$ cat config.mk
export PLATFORM = sky130hd
export DESIGN_NAME = planar_tile_row_to_rgb_top
export DESIGN_NICKNAME = d
export VERILOG_FILES = /design/src/hw/rtl/ptrgb_pkg.sv /design/src/hw/rtl/ptrgb_ram.sv /design/src/hw/rtl/ptrgb_seq.sv /design/src/hw/rtl/ptrgb_out.sv /design/src/hw/rtl/planar_tile_row_to_rgb_top.sv
export SDC_FILE = /design/constraint.sdc
export NUM_CORES = 2
export LEC_CHECK = 0
export BUFFER_PORTS_ARGS = -buffer_cell sky130_fd_sc_hd__buf_2
export CAP_MARGIN = 10
export CORE_MARGIN = 2
export CORE_UTILIZATION = 45
export DETAILED_ROUTE_END_ITERATION = 12
export GPL_TIMING_DRIVEN = 1
export MAX_ROUTING_LAYER = met4
export PLACE_DENSITY = 0.56
export SLEW_MARGIN = 40
export SYNTH_ARGS = -nofsm -noshare
export SYNTH_HDL_FRONTEND = slang
export SYNTH_HIERARCHICAL = 1
export SYNTH_SLANG_ARGS = --single-unit
$ cat constraint.sdc
create_clock -name clk -period 6.7 [get_ports clk]
set_input_delay 1.34 -clock clk [delete_from_list [all_inputs] [get_ports clk]]
set_output_delay 1.34 -clock clk [all_outputs]
set_load 0.05 [all_outputs]
$ cat src/hw/rtl/ptrgb_pkg.sv
// Shared types, constants and the channel scaling function of the planar tile row decoder.
// Depends on nothing; every other file of the block but ptrgb_ram imports it.
`default_nettype none

package ptrgb_pkg;

    localparam int PALETTE_ENTRIES_DEF = 256;
    localparam int INDEX_W             = 8;
    localparam int COLOR_W             = 9;
    localparam int PLANES              = 4;
    localparam int PLANE_W             = 8;
    localparam int BANK_W              = 4;
    localparam int CHAN_W              = 8;
    localparam int X_W                 = 3;
    localparam int S_TDATA_W           = 64;
    localparam int M_TDATA_W           = 32;

    localparam logic [X_W-1:0] LAST_X  = 3'd7;
    localparam logic [X_W-1:0] FIRST_X = 3'd0;

    typedef enum logic {
        ACT_WRITE  = 1'b0,
        ACT_DECODE = 1'b1
    } action_t;

    // Control and position that travel beside the palette read data.
    typedef struct packed {
        logic            valid;
        logic [X_W-1:0]  x;
        logic            oob;
    } pix_meta_t;

    // floor(255 * c / 7) for a 3-bit channel.
    function automatic logic [CHAN_W-1:0] scale3(input logic [2:0] c);
        logic [CHAN_W-1:0] r;
        begin
            case (c)
                3'd0:    r = 8'd0;
                3'd1:    r = 8'd36;
                3'd2:    r = 8'd72;
                3'd3:    r = 8'd109;
                3'd4:    r = 8'd145;
                3'd5:    r = 8'd182;
                3'd6:    r = 8'd218;
                3'd7:    r = 8'd255;
                default: r = 8'd0;
            endcase
            return r;
        end
    endfunction

endpackage

`default_nettype wire

$ cat src/hw/rtl/ptrgb_ram.sv
// Generic single-write, single-read RAM with a registered read port.
// Standalone; used for the palette.
`default_nettype none

module ptrgb_ram #(
    parameter int WIDTH = 9,
    parameter int DEPTH = 256,
    localparam int AW   = $clog2(DEPTH)
) (
    input  wire logic             clk,
    input  wire logic             we,
    input  wire logic [AW-1:0]    waddr,
    input  wire logic [WIDTH-1:0] wdata,
    input  wire logic             re,
    input  wire logic [AW-1:0]    raddr,
    output logic      [WIDTH-1:0] rdata
);

    logic [WIDTH-1:0] mem_reg [DEPTH];
    logic [WIDTH-1:0] rdata_reg;

    always_ff @(posedge clk)
    begin
        if (we)
        begin
            mem_reg[waddr] <= wdata;
        end
        if (re)
        begin
            rdata_reg <= mem_reg[raddr];
        end
    end

    assign rdata = rdata_reg;

endmodule

`default_nettype wire

$ cat src/hw/rtl/ptrgb_seq.sv
// Input stage and pixel sequencer: holds one item, writes the palette or issues one
// palette read per pixel, and keeps the read-stage control. Depends on ptrgb_pkg.
`default_nettype none

module ptrgb_seq #(
    parameter int PALETTE_ENTRIES = ptrgb_pkg::PALETTE_ENTRIES_DEF,
    localparam int AW             = $clog2(PALETTE_ENTRIES)
) (
    input  wire logic                                 clk,
    input  wire logic                                 rst_n,
    input  wire logic                                 s_tvalid,
    output logic                                      s_tready,
    input  wire logic [ptrgb_pkg::S_TDATA_W-1:0]      s_tdata,
    input  wire logic                                 s_tuser,
    input  wire logic                                 s1_ready,
    output logic                                      ram_we,
    output logic      [AW-1:0]                        ram_waddr,
    output logic      [ptrgb_pkg::COLOR_W-1:0]        ram_wdata,
    output logic                                      ram_re,
    output logic      [AW-1:0]                        ram_raddr,
    output ptrgb_pkg::pix_meta_t                      s1_meta
);

    import ptrgb_pkg::*;

    localparam int                 CMP_W       = INDEX_W + 1;
    localparam logic [CMP_W-1:0]   ENTRY_LIMIT = CMP_W'(PALETTE_ENTRIES);

    // Stage 0 holds the accepted word.
    logic                               s0_valid_reg, s0_valid_next;
    action_t                            s0_action_reg;
    logic [INDEX_W-1:0]                 s0_index_reg;
    logic [COLOR_W-1:0]                 s0_color_reg;
    logic [PLANES-1:0][PLANE_W-1:0]     s0_planes_reg;
    logic [BANK_W-1:0]                  s0_bank_reg;
    logic [X_W-1:0]                     s0_x_reg, s0_x_next;
    pix_meta_t                          s1_meta_reg, s1_meta_next;

    logic                               accept;
    logic                               s1_advance;
    logic                               issue_read;
    logic                               done;
    logic [BANK_W-1:0]                  nib;
    logic [INDEX_W-1:0]                 rd_index;
    logic [PLANES-1:0][PLANE_W-1:0]     in_planes;
    logic [PLANE_W-1:0]                 in_attr;
    logic [BANK_W-1:0]                  in_bank;

    assign in_planes = s_tdata[48:17];
    assign in_attr   = s_tdata[56:49];
    assign in_bank   = s_tdata[57] ? in_attr[3:0] : in_attr[7:4];

    assign s1_advance = !s1_meta_reg.valid || s1_ready;
    assign issue_read = s0_valid_reg && (s0_action_reg == ACT_DECODE) && s1_advance;
    assign done       = s0_valid_reg &&
                        ((s0_action_reg == ACT_WRITE) || (issue_read && (s0_x_reg == LAST_X)));
    assign s_tready   = !s0_valid_reg || done;
    assign accept     = s_tvalid && s_tready;

    // Pixel x takes bit 7-x of every plane byte.
    always_comb
    begin
        for (int p = 0; p < PLANES; p++)
        begin
            nib[p] = s0_planes_reg[p][~s0_x_reg];
        end
    end

    assign rd_index  = {s0_bank_reg, nib};
    assign ram_re    = issue_read;
    assign ram_raddr = rd_index[AW-1:0];
    assign ram_we    = s0_valid_reg && (s0_action_reg == ACT_WRITE) &&
                       ({1'b0, s0_index_reg} < ENTRY_LIMIT);
    assign ram_waddr = s0_index_reg[AW-1:0];
    assign ram_wdata = s0_color_reg;

    always_comb
    begin
        s0_valid_next = s0_valid_reg;
        s0_x_next     = s0_x_reg;
        if (accept)
        begin
            s0_valid_next = 1'b1;
            s0_x_next     = FIRST_X;
        end
        else if (done)
        begin
            s0_valid_next = 1'b0;
        end
        else if (issue_read)
        begin
            s0_x_next = s0_x_reg + 3'd1;
        end
    end

    always_comb
    begin
        s1_meta_next = s1_meta_reg;
        if (s1_advance)
        begin
            s1_meta_next.valid = issue_read;
            s1_meta_next.x     = s0_x_reg;
            s1_meta_next.oob   = ({1'b0, rd_index} >= ENTRY_LIMIT);
        end
    end

    always_ff @(posedge clk or negedge rst_n)
    begin
        if (!rst_n)
        begin
            s0_valid_reg <= 1'b0;
            s0_x_reg     <= FIRST_X;
            s1_meta_reg  <= '0;
        end
        else
        begin
            s0_valid_reg <= s0_valid_next;
            s0_x_reg     <= s0_x_next;
            s1_meta_reg  <= s1_meta_next;
        end
    end

    always_ff @(posedge clk)
    begin
        if (accept)
        begin
            s0_action_reg <= action_t'(s_tuser);
            s0_index_reg  <= s_tdata[7:0];
            s0_color_reg  <= s_tdata[16:8];
            s0_planes_reg <= in_planes;
            s0_bank_reg   <= in_bank;
        end
    end

    assign s1_meta = s1_meta_reg;

`ifndef SYNTHESIS
    // A stalled decode keeps its pixel position.
    a_stall_holds_x: assert property (@(posedge clk) disable iff (!rst_n)
        s0_valid_reg && (s0_action_reg == ACT_DECODE) && !s1_advance
        |=> s0_x_reg == $past(s0_x_reg))
        else $error("pixel position moved during a stall");

    // Every issued read shows up as a valid entry of the read stage.
    a_read_lands: assert property (@(posedge clk) disable iff (!rst_n)
        issue_read |=> s1_meta_reg.valid)
        else $error("issued palette read was lost");

    // A palette write leaves stage 0 in the cycle it is performed.
    a_write_one_cycle: assert property (@(posedge clk) disable iff (!rst_n)
        s0_valid_reg && (s0_action_reg == ACT_WRITE) |-> s_tready)
        else $error("palette write held the input stage");
`endif

endmodule

`default_nettype wire

$ cat src/hw/rtl/ptrgb_out.sv
// Output stage: scales the palette colour to RGB8 and holds the result word.
// Depends on ptrgb_pkg.
`default_nettype none

module ptrgb_out (
    input  wire logic                              clk,
    input  wire logic                              rst_n,
    input  wire ptrgb_pkg::pix_meta_t              s1_meta,
    input  wire logic [ptrgb_pkg::COLOR_W-1:0]     rdata,
    output logic                                   s1_ready,
    output logic                                   m_tvalid,
    input  wire logic                              m_tready,
    output logic      [ptrgb_pkg::M_TDATA_W-1:0]   m_tdata,
    output logic                                   m_tlast
);

    import ptrgb_pkg::*;

    logic                 valid_reg, valid_next;
    logic [CHAN_W-1:0]    red_reg, green_reg, blue_reg;
    logic [X_W-1:0]       x_reg;
    logic                 last_reg;
    logic                 advance;
    logic [COLOR_W-1:0]   color;

    assign advance    = !valid_reg || m_tready;
    assign s1_ready   = advance;
    assign valid_next = advance ? s1_meta.valid : valid_reg;
    // An index beyond the palette reads as black.
    assign color      = s1_meta.oob ? '0 : rdata;

    always_ff @(posedge clk or negedge rst_n)
    begin
        if (!rst_n)
        begin
            valid_reg <= 1'b0;
        end
        else
        begin
            valid_reg <= valid_next;
        end
    end

    always_ff @(posedge clk)
    begin
        if (advance && s1_meta.valid)
        begin
            red_reg   <= scale3(color[5:3]);
            green_reg <= scale3(color[8:6]);
            blue_reg  <= scale3(color[2:0]);
            x_reg     <= s1_meta.x;
            last_reg  <= (s1_meta.x == LAST_X);
        end
    end

    assign m_tvalid = valid_reg;
    assign m_tdata  = {5'b0, x_reg, blue_reg, green_reg, red_reg};
    assign m_tlast  = last_reg;

endmodule

`default_nettype wire

$ cat src/hw/rtl/planar_tile_row_to_rgb_top.sv
// Top level of the planar tile row to RGB decoder with its 9-bit palette.
// Depends on ptrgb_pkg, ptrgb_seq, ptrgb_ram and ptrgb_out.
`default_nettype none

// Each input word either writes one palette entry (tuser low) or decodes one row of a
// four-bitplane 8x8 tile (tuser high). A decode yields eight output words, pixel 0 to
// pixel 7 from left to right, with tlast on pixel 7; a palette write yields none. The
// palette bank comes from the high nibble of the attribute byte for even columns and
// the low nibble for odd columns, and each 3-bit channel is scaled to floor(255*c/7).
// A palette write leaves the sequencer in the cycle it is done; a row decode issues one
// read per pixel, since the palette has a single read port and each pixel needs its own
// read. Back-to-back rows therefore stream one pixel per cycle while the output is not
// stalled, each pixel passing the palette read and output registers in turn. Writes and
// reads go through the same in-order sequencer, so a decode always sees every palette
// write accepted before it. Palette contents after reset are undefined until written;
// there is no clearing pass, and the block is ready as soon as reset is released.
module planar_tile_row_to_rgb_top #(
    parameter int PALETTE_ENTRIES = ptrgb_pkg::PALETTE_ENTRIES_DEF
) (
    input  wire logic                               clk,
    input  wire logic                               rst_n,
    input  wire logic                               s_tvalid,
    output logic                                    s_tready,
    // entry_index[7:0], color_word[16:8], plane_zero[24:17], plane_one[32:25],
    // plane_two[40:33], plane_three[48:41], attr_byte[56:49], odd_column[57], zeros above
    input  wire logic [ptrgb_pkg::S_TDATA_W-1:0]    s_tdata,
    // action[0]
    input  wire logic                               s_tuser,
    output logic                                    m_tvalid,
    input  wire logic                               m_tready,
    // red[7:0], green[15:8], blue[23:16], pixel_x[26:24], zeros above
    output logic      [ptrgb_pkg::M_TDATA_W-1:0]    m_tdata,
    // last
    output logic                                    m_tlast
);

    import ptrgb_pkg::*;

    localparam int AW = $clog2(PALETTE_ENTRIES);

    logic                ram_we;
    logic [AW-1:0]       ram_waddr;
    logic [COLOR_W-1:0]  ram_wdata;
    logic                ram_re;
    logic [AW-1:0]       ram_raddr;
    logic [COLOR_W-1:0]  ram_rdata;
    logic                s1_ready;
    pix_meta_t           s1_meta;

    ptrgb_seq #(
        .PALETTE_ENTRIES(PALETTE_ENTRIES)
    ) u_seq (
        .clk       (clk),
        .rst_n     (rst_n),
        .s_tvalid  (s_tvalid),
        .s_tready  (s_tready),
        .s_tdata   (s_tdata),
        .s_tuser   (s_tuser),
        .s1_ready  (s1_ready),
        .ram_we    (ram_we),
        .ram_waddr (ram_waddr),
        .ram_wdata (ram_wdata),
        .ram_re    (ram_re),
        .ram_raddr (ram_raddr),
        .s1_meta   (s1_meta)
    );

    // Palette memory.
    ptrgb_ram #(
        .WIDTH(COLOR_W),
        .DEPTH(PALETTE_ENTRIES)
    ) u_palette (
        .clk   (clk),
        .we    (ram_we),
        .waddr (ram_waddr),
        .wdata (ram_wdata),
        .re    (ram_re),
        .raddr (ram_raddr),
        .rdata (ram_rdata)
    );

    ptrgb_out u_out (
        .clk      (clk),
        .rst_n    (rst_n),
        .s1_meta  (s1_meta),
        .rdata    (ram_rdata),
        .s1_ready (s1_ready),
        .m_tvalid (m_tvalid),
        .m_tready (m_tready),
        .m_tdata  (m_tdata),
        .m_tlast  (m_tlast)
    );

endmodule

`default_nettype wire
## Yosys cells after proc, flatten, opt, wreduce, memory -nomap -nowiden

Memory sizes are Yosys's and may differ from the RTL's. A register that Yosys moved wholly into a read port is not among the register bits.
Cells that the tools add are included.

| word-level totals | value |
|---|---|
| flip-flop bits (word level) | 67 |
| latch bits | 0 |
| memory bits (writable) | 2,304 |
| memory bits (read-only) | 192 |
| input port bits | 69 |
| output and inout port bits | 35 |
| logic and storage cells | 59 |
| memories | 4 |

Memories:

| name | depth | bits a word | rd ports | clocked after Yosys merged registers in | write ports | RTL line | text |
|---|---|---|---|---|---|---|---|
| u_palette.mem_reg | 256 | 9 | 1 | 1 | 1 | ptrgb_ram.sv:19 | `logic [WIDTH-1:0] mem_reg [DEPTH];` |
| (no name shown) | 8 | 8 | 1 | 1 | 0 | ptrgb_pkg.sv:37 | `case (c)` |
| (no name shown) | 8 | 8 | 1 | 1 | 0 | ptrgb_pkg.sv:37 |  |
| (no name shown) | 8 | 8 | 1 | 1 | 0 | ptrgb_pkg.sv:37 |  |

| cells by class | value |
|---|---|
| add/subtract/negate cells | 1 |
| multipliers | 0 |
| divide/modulo/power cells | 0 |
| order comparisons | 1 |
| equal/unequal tests | 3 |
| shift operators | 0 |
| multiplexer cells | 16 |
| bitwise operators | 2 |
| reduce and logical (&&, ||, !) cells | 17 |

Operators by type and width:

| operator | number |
|---|---|
| $bmux 1 s3 | 4 |
| $mux 3 | 3 |
| $mux 1 | 8 |
| $logic_and 1x1->1 | 7 |
| $eq 3x3->1 const B | 2 |
| $logic_or 1x1->1 | 4 |
| $lt 3x4->1 const B | 1 |
| $mux 4 | 1 |
| $reduce_bool 2->1 | 2 |
| $add 3x1->3 const B | 1 |
| $logic_not 1->1 | 3 |
| $not 3->3 | 1 |
| $ne 2x1->1 const B | 1 |
| $reduce_and 2->1 | 1 |
| $not 1->1 | 1 |

## Logic depth before layout (Yosys ltp)

| depth | value |
|---|---|
| word-level depth | 11 |
| mapped depth | 14 |

## Hierarchy

Netlist, hierarchy kept.

Modules (own cells, without submodules):

| module | instances | cells each | area each (um^2) | seq. area each (um^2) |
|---|---|---|---|---|
| ptrgb_ram | 1 | 4,237 | 89,368.2 | 69,456.6 |
| ptrgb_seq | 1 | 109 | 2,307.2 | 1,821.7 |
| ptrgb_out | 1 | 68 | 934.6 | 595.6 |

## Least setup slack after synthesis

OpenSTA, ideal clock, no wires.

| path | value |
|---|---|
| kind | in2reg |
| start point | input port m_tready |
| end point | register u_seq.s0_index_reg[0], in the netlist u_seq/ram_waddr[0], enable pin |
| setup time | 472 ps |
| arrival time | 4,204 ps |
| required time | 6,228 ps |
| setup slack | 2,024 ps |
| cell stages on the path | 4 |
| buffers on the path | 0 |
| cells stage by stage | nand2b_1 nand2b_1 a21oi_1 nor2b_1 |

| between the ends | value |
|---|---|
| cells in the longest elaborated chain, start to end | 8 |

Ends and longest elaborated chain:

| what | RTL line | text |
|---|---|---|
| start: declaration | planar_tile_row_to_rgb_top.sv:30 | `input wire logic m_tready,` |
| $logic_or 1x1->1 | ptrgb_out.sv:26 | `assign advance = !valid_reg \|\| m_tready;` |
| $logic_or 1x1->1 | ptrgb_seq.sv:53 | `assign s1_advance = !s1_meta_reg.valid \|\| s1_ready;` |
| $logic_and 1x1->1 | ptrgb_seq.sv:54 | `assign issue_read = s0_valid_reg && (s0_action_reg == ACT_DECODE) && s1_advance;` |
| $logic_and 1x1->1 | ptrgb_seq.sv:56 | `((s0_action_reg == ACT_WRITE) \|\| (issue_read && (s0_x_reg == LAST_X)));` |
| $logic_or 1x1->1 | ptrgb_seq.sv:56 |  |
| $logic_and 1x1->1 | ptrgb_seq.sv:55 | `assign done = s0_valid_reg &&` |
| $logic_or 1x1->1 | ptrgb_seq.sv:57 | `assign s_tready = !s0_valid_reg \|\| done;` |
| $logic_and 1x1->1 | ptrgb_seq.sv:58 | `assign accept = s_tvalid && s_tready;` |
| via u_seq.accept | ptrgb_seq.sv:39 | `logic accept;` |
| end signal: assignment | ptrgb_seq.sv:128 | `s0_index_reg <= s_tdata[7:0];` |
| end: declaration | ptrgb_seq.sv:32 | `logic [INDEX_W-1:0] s0_index_reg;` |

The timed path passes the listed nets, and every way through them passes these cells.
A chain may end at the register's enable or synchronous reset.

## Worst setup path after layout

| path | value |
|---|---|
| start point | register u_seq.s0_x_reg[0] |
| end point | register u_palette.rdata_reg[0], in the netlist u_palette/rdata[0], read port of u_palette.mem_reg, data pin |

| between the ends | value |
|---|---|
| cells in the longest elaborated chain, start to end | 3 |
| elaborated cells on any way between the ends | 9 |

Ends and longest elaborated chain:

| what | RTL line | text |
|---|---|---|
| start: declaration | ptrgb_seq.sv:36 | `logic [X_W-1:0] s0_x_reg, s0_x_next;` |
| start signal: assignment | ptrgb_seq.sv:118 | `s0_x_reg <= s0_x_next;` |
| $not 3->3 | ptrgb_seq.sv:65 | `nib[p] = s0_planes_reg[p][~s0_x_reg];` |
| $bmux 1 s3 | ptrgb_seq.sv:65 |  |
| $mux 1 (implied by the code) | ptrgb_seq.sv:65 |  |
| via ram_raddr[0] | planar_tile_row_to_rgb_top.sv:45 | `logic [AW-1:0] ram_raddr;` |
| end: declaration | ptrgb_ram.sv:20 | `logic [WIDTH-1:0] rdata_reg;` |

The timed path passes the listed nets, and every way through them passes these cells. The select of a mux whose other input is x is not followed.

==> metrics.txt <==
status complete, no violations; row cnt 166; Synth Cell Area 92600 sq um; Hold-fix buffers, CTS 0; Placed Area 97000 sq um; Synth top cells by count edfxtp_1 (2386), mux4_2 (467), nor2_1 (310); Final Hold Slack 0.310 ns; GPL Wtd Cong 0.838; area share of the largest cell type after synthesis 0.774; Max-slew headroom 0.395; Worst Setup End Kind flip-flop; post-synthesis register bit count 2395; Worst-path clk slew 0.06 ns; Power Density 334 nW/um^2; P_leak 32.4 nW; Root Buffer clkbuf_16; Yosys cell types 62; Avg Synthesized Cell Area 21.0 sq um; largest net degree at the start of global routing 202; gr ovfl total 0; DR vias 45200; prevailing post-synth register cell edfxtp_1; io pins 104; CP required 7.32 ns; Worst Setup Start Kind flip-flop; Slew @ Worst Pin 0.908 ns; total power 0.0350 W; Fin Setup TNS 0 ns; clk sink count 2395; clk_skew 0.0622 ns; vias in the first global route 45200; clock latency on the worst-skew pair 0.89 ns; Post-synth ARST share 0.00376; input/output buffers 92; Total GRT Usage 0.231; Max Clock Freq 205 MHz; initial antenna violation count 3; yosys warns 6; # Max-Cap Violations 0; share of cells above drive strength 1 0.282; Finish-stage setup viols 0; critical path, cell by cell mux4_1 -> mux2_8 -> buf_16 -> buf_12 -> mux4_2 -> a221oi_1 -> o32ai_1 -> nor3_1 -> nor4_1; DR iter-0 viols 5231; FF-to-FF Start u_seq/s0_x_reg[0]; die width 458 um; Final Hold Fails 0; CP max stage delay 0.77 ns; CP Data Arrival Time 5.50 ns; number of flops mapped to enable cells by yosys 2386; H-tree depth 4; DIE HEIGHT 458 um; Initial Util 0.453; kind of critical path flip-flop to flip-flop; CTS tree yes; setup repair after global routing missed its margin false; cts bufs inserted 236; DRT antenna net count 0; most frequent cell after synthesis edfxtp_1; slowest library cell on the worst path a221oi_1; Clock Path Buffers 3; Worst Path Max Fanout 32; post-cts sizing count 0; fin. max-slew vios 0; Final Cell Area 105000 sq um; Layout area overhead 13.2%; worst min-delay path class primary input to async pin; Crit. Startpoint u_seq/s0_x_reg[0]; postcts setup bufs 0; sequential-to-total area share from yosys stat 0.776; DRC violations left 0; Post-DP HPWL 142 mm; Avg WL per Cell 31.3 um; IR drop worst, VDD 229 uV; period utilization 0.729; first-pass GRT wire length 336 mm; ranking of synthesized cells by area edfxtp_1 (77%), mux4_2 (11%), mux2i_1 (1.9%), a22oi_1 (1.4%), nor2_1 (1.3%); WL final 235 mm; Final Net Count 4704; core area 205000 sq um; 1st-pass router iterations 5; die area 209000 sq um; fin crit period 4.88 ns; final core occ 0.512; Mapped Cells 4414; flip-flop count of the largest register after layout 2304; drt via density 6.01; largest area contributor in the netlist edfxtp_1
power breakdown:
group	total [W]	switching, W	internal [W]
Sequential	0.0166	0.0000703	0.0166
Clock	0.0128	0.00562	0.00718
Combinational	0.00556	0.00333	0.00223
Total	0.0350	0.00902	0.0260
worst paths after layout:
kind | endpoint | slack [ns] | cells past startpoint
worst max-delay path | u_palette/rdata[0] | 1.82 | 9
worst min-delay path | u_seq/s1_meta[4] | 0.31 | 1
worst max register to register | u_palette/rdata[0] | 1.82 | 9
worst min register to register | u_out/x_reg[0] | 0.47 | 0
max in group asynchronous | u_out/m_tvalid | 6.20 | 1
min in group clk | u_out/x_reg[0] | 0.47 | 0
layout by cell type (no fill, tap or decap), drive strengths merged, types with 27 or more instances in the layout:
master / n
mux2: 30
mux4: 484
edfxtp: 2386
nor2b: 41
clkbuf: 289
a22oi: 174
o21ai: 36
o22ai: 66
buf: 251
a21oi: 99
nor4: 27
nand2: 51
nand3: 31
clkinv: 124
mux2i: 180
nor2: 310
o221ai: 36
stage by stage:
step           instances  worst slack [ns]
3_5_place_dp        7071              1.75
6_report            7522              1.82
3_3_place_gp        7053              1.76
4_1_cts             7511              1.76
2_1_floorplan       4418              2.02
5_1_grt             7522              1.66
cells by family (layout without fill, tap and decap cells):
group,count (synthesis),after routing,synth area share
AO/OA/AOI/OAI,494,494,0.0366
adder cells (fa/ha/maj),5,5,0.000676
buffers and inverters,285,699,0.0186
flip-flops,2395,2395,0.776
multiplexers,694,694,0.141
other,2,8,0.0000811
AND/OR/NAND/NOR,539,539,0.0265
routing by layer:
layer / routed length [um] / global-route usage / vias up
li1: - / - / 18900
met1: 102000 / 0.329 / 24400
met2: 114000 / 0.356 / 1607
met3: 14400 / 0.0312 / 293
met4: 4930 / 0.0554 / 0
met5: 0 / - / -
cell type report:
type,instances,area [sq um]
diodes,2,5.00
multi-input cells,1738,19900
repair buffers,251,2180
clock inverters,151,1330
clock buffers,289,6130
inverters,8,31.3
flip-flops and latches,2395,71900
fillers,16100,99800
well taps,2688,3360
worst max-delay path, delay by kind of cell, from the launching register on:
| kind | cells | cell delay (ns) |
|---|---|---|
| flip-flops | 1 | 0.68 |
| buffers and inverters | 2 | 0.54 |
| AO/OA/AOI/OAI | 2 | 0.98 |
| multiplexers | 3 | 1.54 |
| AND/OR/NAND/NOR | 2 | 0.72 |
No activity file was read; power rests on OpenSTA's default activity.
